===== src/hdl/rpw_pkg.sv =====
package rpw_pkg;

    // Default sizing of the ratio table and the fixed-point fraction
    localparam int DEF_MAX_RATIOS    = 16;
    localparam int DEF_FRACTION_BITS = 16;

    // Field widths fixed by the interface
    localparam int ENTRY_W = 4;
    localparam int RATIO_W = 16;
    localparam int PHASE_W = 17;
    localparam int FRAC_W  = 17;
    localparam int STEPNO_W = 5;
    localparam int PW_W    = 17;
    localparam int RC_W    = 5;

    // Stream payload widths (whole bytes)
    localparam int S_TDATA_W = 40;
    localparam int M_TDATA_W = 80;

    // Configuration register map
    localparam int CFG_IDX_W = 2;
    localparam logic [CFG_IDX_W-1:0] CFG_PULSE_WIDTH = 2'd0;
    localparam logic [CFG_IDX_W-1:0] CFG_RATIO_COUNT = 2'd1;
    localparam logic [PW_W-1:0] PW_RESET = 17'd32768;
    localparam logic [RC_W-1:0] RC_RESET = 5'd0;

    // Item kinds carried on tuser
    localparam logic KIND_LOAD = 1'b0;
    localparam logic KIND_EVAL = 1'b1;

endpackage


===== src/hdl/ratio_phase_warp_core.sv =====
// Step-ratio phase warper.
// Slave stream: tuser is the item kind. A load item writes one ratio of the
// table and gives no result. An evaluate item carries a phase and gives
// exactly one result item on the master stream.
// Config channel: index 0 is pulse_width, index 1 is ratio_count; always ready.
// An evaluate runs the ratio wave through a row of MAX_RATIOS cells twice
// (once for the total, once to find the step), one multiply, then four
// quotients on one shared serial divider. A degenerate result (zero count or
// zero total) skips the scan, the multiply and the divider. One evaluate is
// in flight at a time: no item is accepted until its result is handed to the
// output register. The cell row length and the divider set how long an
// evaluate takes.
// The result sits in an output register: the next item is accepted while it
// waits, and a stalled receiver holds only the final hand-over of the next
// evaluate. Reset clears the table to zero, pulse_width to one half and
// ratio_count to zero, and drops any result not yet taken.
module ratio_phase_warp_core #(
    parameter int MAX_RATIOS    = rpw_pkg::DEF_MAX_RATIOS,
    parameter int FRACTION_BITS = rpw_pkg::DEF_FRACTION_BITS
) (
    input  logic                             i_clk,
    input  logic                             i_rst_n,
    input  logic                             i_s_tvalid,
    output logic                             o_s_tready,
    // entry_index[3:0], ratio_value[19:4], phase[36:20]
    input  logic [rpw_pkg::S_TDATA_W-1:0]    i_s_tdata,
    // kind
    input  logic                             i_s_tuser,
    output logic                             o_m_tvalid,
    input  logic                             i_m_tready,
    // trigger[0], step_start[17:1], step_number[22:18], index_fraction[39:23],
    // beat_phase[56:40], warped_phase[73:57]
    output logic [rpw_pkg::M_TDATA_W-1:0]    o_m_tdata,
    // degenerate
    output logic                             o_m_tuser,
    input  logic                             i_cfg_valid,
    output logic                             o_cfg_ready,
    input  logic [rpw_pkg::CFG_IDX_W-1:0]    i_cfg_index,
    input  logic [rpw_pkg::PW_W-1:0]         i_cfg_data
);

    localparam int FB      = FRACTION_BITS;
    localparam int QW      = FB + 1;
    localparam int SUM_W   = rpw_pkg::RATIO_W + $clog2(MAX_RATIOS + 1);
    localparam int STEP_W  = (MAX_RATIOS > 1) ? $clog2(MAX_RATIOS) : 1;
    localparam int COUNT_W = $clog2(MAX_RATIOS + 1);
    localparam int TW      = SUM_W + QW;
    localparam int WAVE_W  = 2 * SUM_W + rpw_pkg::RATIO_W + STEP_W + 1;
    localparam int CMP_W   = (COUNT_W > rpw_pkg::RC_W) ? COUNT_W : rpw_pkg::RC_W;
    localparam int PH_W    = (QW > rpw_pkg::PHASE_W) ? QW : rpw_pkg::PHASE_W;
    localparam int TR_W    = (QW > rpw_pkg::PW_W) ? QW : rpw_pkg::PW_W;
    localparam int IW      = (STEP_W > rpw_pkg::ENTRY_W) ? STEP_W : rpw_pkg::ENTRY_W;
    localparam logic [PH_W-1:0] ONE_PH = PH_W'(1) << FB;
    localparam logic [QW-1:0]   ONE_Q  = QW'(1) << FB;

    typedef struct packed {
        logic [SUM_W-1:0]            acc;
        logic [SUM_W-1:0]            last;
        logic [rpw_pkg::RATIO_W-1:0] w;
        logic [STEP_W-1:0]           step;
        logic                        found;
    } t_wave;

    typedef enum logic [2:0] {
        S_IDLE, S_SUM, S_MUL, S_SCAN, S_DLAUNCH, S_DWAIT, S_OUT
    } t_state;

    typedef enum logic [1:0] {
        D_BEAT, D_START, D_INDEX, D_WARP
    } t_dsel;

    t_state                     r_state;
    t_dsel                      r_dsel;
    logic [COUNT_W-1:0]         r_cnt;
    logic                       r_scan;
    logic [QW-1:0]              r_phase;
    logic [SUM_W-1:0]           r_total;
    logic [TW-1:0]              r_target;
    logic [SUM_W-1:0]           r_last;
    logic [rpw_pkg::RATIO_W-1:0] r_w;
    logic [STEP_W-1:0]          r_step;
    logic [QW-1:0]              r_beat;
    logic [QW-1:0]              r_qstart;
    logic [QW-1:0]              r_qindex;
    logic [QW-1:0]              r_qwarp;
    logic                       r_deg;
    logic [rpw_pkg::PW_W-1:0]   r_pw;
    logic [rpw_pkg::RC_W-1:0]   r_rc;
    logic                       r_m_valid;
    logic [rpw_pkg::M_TDATA_W-1:0] r_m_data;
    logic                       r_m_user;

    logic [WAVE_W-1:0]          w_wave [0:MAX_RATIOS];
    t_wave                      w_tail;
    logic [COUNT_W-1:0]         w_count;
    logic                       w_s_acc;
    logic [PH_W-1:0]            w_ph;
    logic [TW-1:0]              w_prod;
    logic [TW-1:0]              w_diff;
    logic                       w_div_start;
    logic                       w_div_busy;
    logic [TW-1:0]              w_dvd;
    logic [SUM_W-1:0]           w_dvs;
    logic [QW-1:0]              w_quo;
    logic [QW-1:0]              w_beat_q;
    logic                       w_trig;
    logic                       w_out_go;

    // Effective entry count, limited to the table size
    assign w_count = (CMP_W'(r_rc) > CMP_W'(MAX_RATIOS)) ? COUNT_W'(MAX_RATIOS)
                                                         : COUNT_W'(r_rc);

    assign o_s_tready  = (r_state == S_IDLE);
    assign w_s_acc     = i_s_tvalid && o_s_tready;
    assign o_cfg_ready = 1'b1;

    // Configuration registers
    always_ff @(posedge i_clk) begin
        if (!i_rst_n) begin
            r_pw <= rpw_pkg::PW_RESET;
            r_rc <= rpw_pkg::RC_RESET;
        end else if (i_cfg_valid) begin
            unique case (i_cfg_index)
                rpw_pkg::CFG_PULSE_WIDTH: r_pw <= i_cfg_data;
                rpw_pkg::CFG_RATIO_COUNT: r_rc <= i_cfg_data[rpw_pkg::RC_W-1:0];
                default: ;
            endcase
        end
    end

    // Row of ratio cells
    assign w_wave[0] = '0;
    for (genvar g = 0; g < MAX_RATIOS; g++) begin : g_cell
        logic w_we;
        assign w_we = w_s_acc && (i_s_tuser == rpw_pkg::KIND_LOAD)
                      && (IW'(i_s_tdata[rpw_pkg::ENTRY_W-1:0]) == IW'(g));
        rpw_cell #(
            .CELL_IDX (g),
            .SUM_W    (SUM_W),
            .STEP_W   (STEP_W),
            .COUNT_W  (COUNT_W),
            .FB       (FB),
            .TW       (TW),
            .WAVE_W   (WAVE_W)
        ) u_cell (
            .i_clk    (i_clk),
            .i_rst_n  (i_rst_n),
            .i_we     (w_we),
            .i_ratio  (i_s_tdata[19:4]),
            .i_scan   (r_scan),
            .i_count  (w_count),
            .i_target (r_target),
            .i_wave   (w_wave[g]),
            .o_wave   (w_wave[g+1])
        );
    end
    assign w_tail = t_wave'(w_wave[MAX_RATIOS]);

    // Phase field of the slave data; it is saturated to one when captured
    assign w_ph   = PH_W'(i_s_tdata[36:20]);
    assign w_prod = r_total * r_phase;
    assign w_diff = r_target - TW'({r_last, {FB{1'b0}}});

    // Pick the operands of the shared divider
    always_comb begin
        case (r_dsel)
            D_BEAT: begin
                w_dvd = w_diff;
                w_dvs = SUM_W'(r_w);
            end
            D_START: begin
                w_dvd = TW'({r_last, {FB{1'b0}}});
                w_dvs = r_total;
            end
            D_INDEX: begin
                w_dvd = TW'({r_step, {FB{1'b0}}});
                w_dvs = SUM_W'(w_count);
            end
            default: begin
                w_dvd = TW'({r_step, {FB{1'b0}}}) + TW'(r_beat);
                w_dvs = SUM_W'(w_count);
            end
        endcase
    end

    assign w_div_start = (r_state == S_DLAUNCH);

    rpw_div #(
        .DW (SUM_W),
        .QW (QW)
    ) u_div (
        .i_clk      (i_clk),
        .i_rst_n    (i_rst_n),
        .i_start    (w_div_start),
        .i_dividend (w_dvd),
        .i_divisor  (w_dvs),
        .o_busy     (w_div_busy),
        .o_quotient (w_quo)
    );

    // Zero-width step gives zero; clamp to one
    assign w_beat_q = (r_w == '0) ? '0 : ((w_quo > ONE_Q) ? ONE_Q : w_quo);
    assign w_trig   = TR_W'(r_beat) <= TR_W'(r_pw);

    // Hand over once the previous result is gone
    assign w_out_go = (r_state == S_OUT) && (!r_m_valid || i_m_tready);

    // Sequencer and output register
    always_ff @(posedge i_clk) begin
        if (!i_rst_n) begin
            r_state   <= S_IDLE;
            r_dsel    <= D_BEAT;
            r_cnt     <= '0;
            r_scan    <= 1'b0;
            r_m_valid <= 1'b0;
            r_deg     <= 1'b0;
        end else begin
            if (w_out_go) begin
                r_m_valid <= 1'b1;
            end else if (i_m_tready) begin
                r_m_valid <= 1'b0;
            end
            unique case (r_state)
                S_IDLE: begin
                    if (w_s_acc && (i_s_tuser == rpw_pkg::KIND_EVAL)) begin
                        r_phase <= (w_ph > ONE_PH) ? ONE_Q : QW'(w_ph);
                        r_scan  <= 1'b0;
                        r_cnt   <= '0;
                        r_deg   <= 1'b0;
                        r_state <= S_SUM;
                    end
                end
                S_SUM: begin
                    if (r_cnt == COUNT_W'(MAX_RATIOS)) begin
                        r_total <= w_tail.acc;
                        if (w_count == '0 || w_tail.acc == '0) begin
                            r_deg   <= 1'b1;
                            r_state <= S_OUT;
                        end else begin
                            r_state <= S_MUL;
                        end
                    end else begin
                        r_cnt <= r_cnt + 1'b1;
                    end
                end
                S_MUL: begin
                    r_target <= w_prod;
                    r_scan   <= 1'b1;
                    r_cnt    <= '0;
                    r_state  <= S_SCAN;
                end
                S_SCAN: begin
                    if (r_cnt == COUNT_W'(MAX_RATIOS)) begin
                        r_last  <= w_tail.last;
                        r_w     <= w_tail.w;
                        r_step  <= w_tail.step;
                        r_dsel  <= D_BEAT;
                        r_state <= S_DLAUNCH;
                    end else begin
                        r_cnt <= r_cnt + 1'b1;
                    end
                end
                S_DLAUNCH: begin
                    r_state <= S_DWAIT;
                end
                S_DWAIT: begin
                    if (!w_div_busy) begin
                        case (r_dsel)
                            D_BEAT:  r_beat   <= w_beat_q;
                            D_START: r_qstart <= w_quo;
                            D_INDEX: r_qindex <= w_quo;
                            default: r_qwarp  <= w_quo;
                        endcase
                        if (r_dsel == D_WARP) begin
                            r_state <= S_OUT;
                        end else begin
                            r_dsel  <= t_dsel'(r_dsel + 2'd1);
                            r_state <= S_DLAUNCH;
                        end
                    end
                end
                S_OUT: begin
                    // Load the output register; a degenerate result is all zero
                    if (w_out_go) begin
                        r_m_data  <= r_deg ? '0 : rpw_pkg::M_TDATA_W'({
                                         rpw_pkg::FRAC_W'(r_qwarp),
                                         rpw_pkg::FRAC_W'(r_beat),
                                         rpw_pkg::FRAC_W'(r_qindex),
                                         rpw_pkg::STEPNO_W'(r_step),
                                         rpw_pkg::FRAC_W'(r_qstart),
                                         w_trig});
                        r_m_user  <= r_deg;
                        r_state   <= S_IDLE;
                    end
                end
                default: r_state <= S_IDLE;
            endcase
        end
    end

    assign o_m_tvalid = r_m_valid;
    assign o_m_tdata  = r_m_data;
    assign o_m_tuser  = r_m_user;

    // A degenerate result carries all-zero data
    a_deg_zero: assert property (@(posedge i_clk) disable iff (!i_rst_n)
        (o_m_tvalid && o_m_tuser) |-> (o_m_tdata == '0))
        else $error("degenerate result with non-zero data");

    // Trigger agrees with beat phase and pulse width
    a_trig: assert property (@(posedge i_clk) disable iff (!i_rst_n)
        (o_m_tvalid && !o_m_tuser && (r_state == S_IDLE))
        |-> (o_m_tdata[0] == (o_m_tdata[56:40] <= r_pw)))
        else $error("trigger does not match beat phase");

    // Divider is never restarted mid-run
    a_div: assert property (@(posedge i_clk) disable iff (!i_rst_n)
        w_div_start |-> !w_div_busy)
        else $error("divider restarted while busy");

    // Scan only ever runs on a non-zero total
    a_scan: assert property (@(posedge i_clk) disable iff (!i_rst_n)
        (r_state == S_SCAN) |-> (r_total != '0))
        else $error("scan started with zero total");

endmodule


===== src/hdl/rpw_cell.sv =====
module rpw_cell #(
    parameter int CELL_IDX = 0,
    parameter int SUM_W    = 20,
    parameter int STEP_W   = 4,
    parameter int COUNT_W  = 5,
    parameter int FB       = 16,
    parameter int TW       = 37,
    parameter int WAVE_W   = 2 * 20 + 16 + 4 + 1
) (
    input  logic                       i_clk,
    input  logic                       i_rst_n,
    input  logic                       i_we,
    input  logic [rpw_pkg::RATIO_W-1:0] i_ratio,
    input  logic                       i_scan,
    input  logic [COUNT_W-1:0]         i_count,
    input  logic [TW-1:0]              i_target,
    input  logic [WAVE_W-1:0]          i_wave,
    output logic [WAVE_W-1:0]          o_wave
);

    typedef struct packed {
        logic [SUM_W-1:0]            acc;
        logic [SUM_W-1:0]            last;
        logic [rpw_pkg::RATIO_W-1:0] w;
        logic [STEP_W-1:0]           step;
        logic                        found;
    } t_wave;

    logic [rpw_pkg::RATIO_W-1:0] r_entry;
    t_wave                       w_in;
    t_wave                       n_out;
    t_wave                       r_out;
    logic                        w_active;
    logic [SUM_W-1:0]            w_acc;
    logic [TW-1:0]               w_acc_scaled;
    logic                        w_hit;

    // Hold this cell's table entry
    always_ff @(posedge i_clk) begin
        if (!i_rst_n) begin
            r_entry <= '0;
        end else if (i_we) begin
            r_entry <= i_ratio;
        end
    end

    assign w_in         = t_wave'(i_wave);
    assign w_active     = COUNT_W'(CELL_IDX) < i_count;
    assign w_acc        = w_in.acc + SUM_W'(r_entry);
    assign w_acc_scaled = TW'({w_acc, {FB{1'b0}}});
    assign w_hit        = i_target <= w_acc_scaled;

    // Add this entry to the running sum; in scan mode mark the first step reached
    always_comb begin
        n_out = w_in;
        if (w_active) begin
            if (!i_scan) begin
                n_out.acc = w_acc;
            end else if (!w_in.found) begin
                n_out.acc = w_acc;
                if (w_hit) begin
                    n_out.found = 1'b1;
                    n_out.step  = STEP_W'(CELL_IDX);
                    n_out.w     = r_entry;
                    n_out.last  = w_in.acc;
                end else begin
                    n_out.last  = w_acc;
                end
            end
        end
    end

    // Hand the wave to the next cell
    always_ff @(posedge i_clk) begin
        if (!i_rst_n) begin
            r_out <= '0;
        end else begin
            r_out <= n_out;
        end
    end

    assign o_wave = WAVE_W'(r_out);

endmodule


===== src/hdl/rpw_div.sv =====
module rpw_div #(
    parameter int DW = 20,
    parameter int QW = 17
) (
    input  logic             i_clk,
    input  logic             i_rst_n,
    input  logic             i_start,
    input  logic [DW+QW-1:0] i_dividend,
    input  logic [DW-1:0]    i_divisor,
    output logic             o_busy,
    output logic [QW-1:0]    o_quotient
);

    localparam int CNT_W = $clog2(QW + 1);

    logic [DW-1:0]    r_rem;
    logic [QW-1:0]    r_q;
    logic [DW-1:0]    r_d;
    logic [CNT_W-1:0] r_cnt;
    logic             r_busy;
    logic [DW:0]      w_rem2;
    logic             w_ge;
    logic [DW:0]      w_diff;

    // One restoring step: shift in the next dividend bit, subtract if it fits
    assign w_rem2 = {r_rem, r_q[QW-1]};
    assign w_ge   = w_rem2 >= {1'b0, r_d};
    assign w_diff = w_rem2 - {1'b0, r_d};

    always_ff @(posedge i_clk) begin
        if (!i_rst_n) begin
            r_busy <= 1'b0;
            r_cnt  <= '0;
        end else if (i_start) begin
            r_busy <= 1'b1;
            r_cnt  <= '0;
        end else if (r_busy) begin
            r_cnt <= r_cnt + 1'b1;
            if (r_cnt == CNT_W'(QW - 1)) begin
                r_busy <= 1'b0;
            end
        end
    end

    always_ff @(posedge i_clk) begin
        if (i_start) begin
            r_rem <= i_dividend[DW+QW-1:QW];
            r_q   <= i_dividend[QW-1:0];
            r_d   <= i_divisor;
        end else if (r_busy) begin
            r_rem <= w_ge ? w_diff[DW-1:0] : w_rem2[DW-1:0];
            r_q   <= {r_q[QW-2:0], w_ge};
        end
    end

    assign o_busy     = r_busy;
    assign o_quotient = r_q;

endmodule

===== config.mk =====
export PLATFORM = sky130hd
export DESIGN_NAME = ratio_phase_warp_core
export DESIGN_NICKNAME = d
export VERILOG_FILES = /design/src/hdl/rpw_pkg.sv /design/src/hdl/ratio_phase_warp_core.sv /design/src/hdl/rpw_cell.sv /design/src/hdl/rpw_div.sv
export SDC_FILE = /design/constraint.sdc
export NUM_CORES = 2
export LEC_CHECK = 0
export ABC_AREA = 1
export BUFFER_PORTS_ARGS = -buffer_cell sky130_fd_sc_hd__buf_2
export CORE_ASPECT_RATIO = 0.8
export CORE_MARGIN = 1.5
export CORE_UTILIZATION = 35
export CTS_CLUSTER_DIAMETER = 200
export DETAILED_ROUTE_END_ITERATION = 7
export GPL_TIMING_DRIVEN = 1
export PLACE_DENSITY = 0.51
export SKIP_LAST_GASP = 1
export SYNTH_ARGS = -nofsm -noshare
export SYNTH_HDL_FRONTEND = slang
export SYNTH_SLANG_ARGS = --single-unit

===== constraint.sdc =====
create_clock -name i_clk -period 13.8 [get_ports i_clk]
set_input_delay 2.07 -clock i_clk [delete_from_list [all_inputs] [get_ports i_clk]]
set_output_delay 2.07 -clock i_clk [all_outputs]
set_load 0.05 [all_outputs]

==> metrics.txt <==
status finished clean; First DRT Iteration DRCs 10171; row count 173; H-Tree Depth 4; hold depth 0; DRT Pass-1 Iters 6; Yosys warning count 0; Worst Path Arrival 7.68 ns; most used flip-flop cell after synthesis dfxtp_1; synth top area cells dfxtp_1 26%, nand2_1 12%, edfxtp_1 9.8%, ha_1 9.5%, inv_1 7.8%; Critical Path Source r_total[12]$_DFFE_PP_; num ports 149; leading area contributor after synthesis dfxtp_1; Final setup viols 0; final core utilization 38.9%; Reg2Reg Launch Point r_total[12]$_DFFE_PP_; via/cell ratio 5.08; worst path required time 14.39 ns; # resized after CTS 0; clk_skew 0.0667 ns; Max-cap violations 0; clock latency on the worst-skew pair 0.88 ns; Crit Path Max Fanout 18; syn_area_per_cell 7.20 µm²; CTS max path bufs 4; Synth async-reset ratio 0%; worst-case headroom to the max-slew limit 10.3%; DRT antenna net count 0; die area 282000 µm²; flop-to-flop setup slack 6.71 ns; most frequent cell after synthesis nand2_1; fin crit share 51.4%; synth unique cells 62; post-synthesis sequential area ratio 35.6%; Hold Crit Endpoint r_w[9]$_DFFE_PP_; area of the multi-input gates 53100 µm²; CTS Sinks 1577; CTS buffer count 181; worst hold path class reg -> reg; hold_sp g_cell[15].u_cell.o_wave[14]$_SDFF_PN0_; Sequential Area 34800 µm²; die extent in y 475 µm; TNS Setup 0 ns; Overall Power 0.0160 W; Final Slew Violations 0; fmax 141 MHz; crit path capture type register; Hold WS 0.391 ns; total global routing overflow 0; Worst Reg-to-Reg Cells 22; port bufs 137; synthesized flop and latch total 1577; Post-DP HPWL 280000 µm; # fillers 29557; Final #Nets 14657; postcts setup bufs 0; Tightest Pin Transition 1.34 ns; Leak 52.3 nW; RSZ-0062 raised after global routing false; Netlist Area Pre-Place 97600 µm²; Routed wire per std cell 21.5 µm; synth cell count leaders 3064 x nand2_1, 2038 x inv_1, 1986 x nor2_1; # DRC 0; vias in the first global route 80548; post-route minimum period 7.09 ns; GPL Wtd Cong 0.953; Clock Pin Slew Worst Setup and Hold Paths 0.07 ns; pin count of the biggest net entering global routing 182; share of the synthesized area in the top cell type 25.8%; CP Launch Type register; Root Driver clkbuf_16; area of the core 277000 µm²; WS Path Type reg -> reg; antenna violations before repair 36; Post-Route WL 374000 µm; first-pass GRT wire length 545000 µm; Reg2Reg Capture Point r_target[29]$_DFFE_PP_; Tot GR Track Use 25.9%; CTS tree built; layout cells sized above 1 5.16%; routed vias 88214; die width 593 µm; Starting Density 35.2%; Pwr Density 148 nW/µm²; P&R area growth vs syn 10.5%; final hold violation count 0; Syn Inst Count 13563; peak supply drop 0.000184 V; CTS Hold Bufs 0; number of synthesized flops with an enable pin 318
area by class of cell:
class                           instances  area share (%)
Inverter                             2097            7.30
Sequential cell                      1577            32.2
Clock inverter                         67           0.593
Tap cell                             3675            4.26
Antenna cell                            2         0.00464
Multi-Input combinational cell       9426            49.3
Clock buffer                          252            4.81
Timing Repair Buffer                  266            1.55
worst max-delay path by stage:
stage	endpoint	slack [ns]
2_1_floorplan	o_m_tdata[0]$_SDFFCE_PP0P_	5.60
3_3_place_gp	r_target[29]$_DFFE_PP_	6.91
3_5_place_dp	r_target[29]$_DFFE_PP_	6.83
4_1_cts	r_target[29]$_DFFE_PP_	6.80
5_1_grt	r_target[29]$_DFFE_PP_	6.24
6_report	r_target[29]$_DFFE_PP_	6.71
critical path, stage by stage (launching register included):
cell      delay, ns
edfxtp_1       1.12
nand2_1        0.19
fa_1           0.60
inv_1          0.06
fa_1           0.53
inv_1          0.05
fa_1           0.48
fa_1           0.54
inv_1          0.05
fa_1           0.47
inv_1          0.05
fa_1           0.48
inv_1          0.04
ha_1           0.37
nand2_1        0.17
nor2_1         0.21
nand2_1        0.07
o21ai_0        0.77
inv_1          0.09
nor2_1         0.16
o21ai_0        0.12
nand3_1        0.11
nand2_1        0.07
cell usage in the layout (no fill, tap or decap), drive strengths merged, types with 44 or more instances in the layout:
cell type,synthesis,final
fa,301,301
nand3,628,628
clkinv,7,44
o211ai,154,154
buf,138,266
dfxtp,1259,1259
clkbuf,331,252
nand2,3082,3082
nand4,133,133
edfxtp,318,318
nor3,91,91
a21o,46,46
nor2,2022,2022
o21ai,1072,1072
ha,742,742
xor2,156,156
a21oi,737,737
inv,2090,2099
cells by family after synthesis:
family | count (synthesis) | synth area share, %
buffers and inverters | 2566 | 10.0
adder cells (fa/ha/maj) | 1043 | 15.7
AO/OA/AOI/OAI | 2140 | 11.9
other | 2 | 0.00769
AND/OR/NAND/NOR | 6036 | 25.0
XOR/XNOR | 199 | 1.79
flip-flops | 1577 | 35.6
power breakdown:
| part | total [W] | switching, W | internal, W |
|---|---|---|---|
| registers | 0.00532 | 0.000237 | 0.00508 |
| logic | 0.00588 | 0.00404 | 0.00184 |
| clock network | 0.00482 | 0.00206 | 0.00276 |
sequential cells by signal (all words and copies together), names as in the netlist, 4 cells and up:
register / flops
u_div.r_d: 21
u_div.r_rem: 21
r_rc: 5
r_w: 16
r_qwarp: 17
g_cell.u_cell.o_wave: 962
r_beat: 17
r_pw: 17
r_last: 21
r_phase: 17
r_cnt: 5
r_total: 21
u_div.r_cnt: 5
r_target: 38
r_qindex: 17
g_cell.u_cell.r_entry: 256
o_m_tdata: 73
r_step: 4
u_div.o_quotient: 17
r_qstart: 17
metal layers:
metal  global-route usage (%)  wire [µm]  vias up
met3                     4.59      33400      375
met2                     36.9     149000     3217
met1                     40.1     185000    41545
met5                        0         28        -
met4                     4.96       7170        6
li1                         -          -    43071
through the flow:
step / area [µm²] / instances / setup WS [ns]
floorplan: 97700 / 13569 / 5.60
global route: 108000 / 17360 / 6.24
finish: 108000 / 17362 / 6.71
global placement: 102000 / 17041 / 6.91
CTS: 108000 / 17360 / 6.80
detailed placement: 102000 / 17041 / 6.83
Note: power is estimated with default switching activity, not from simulation.
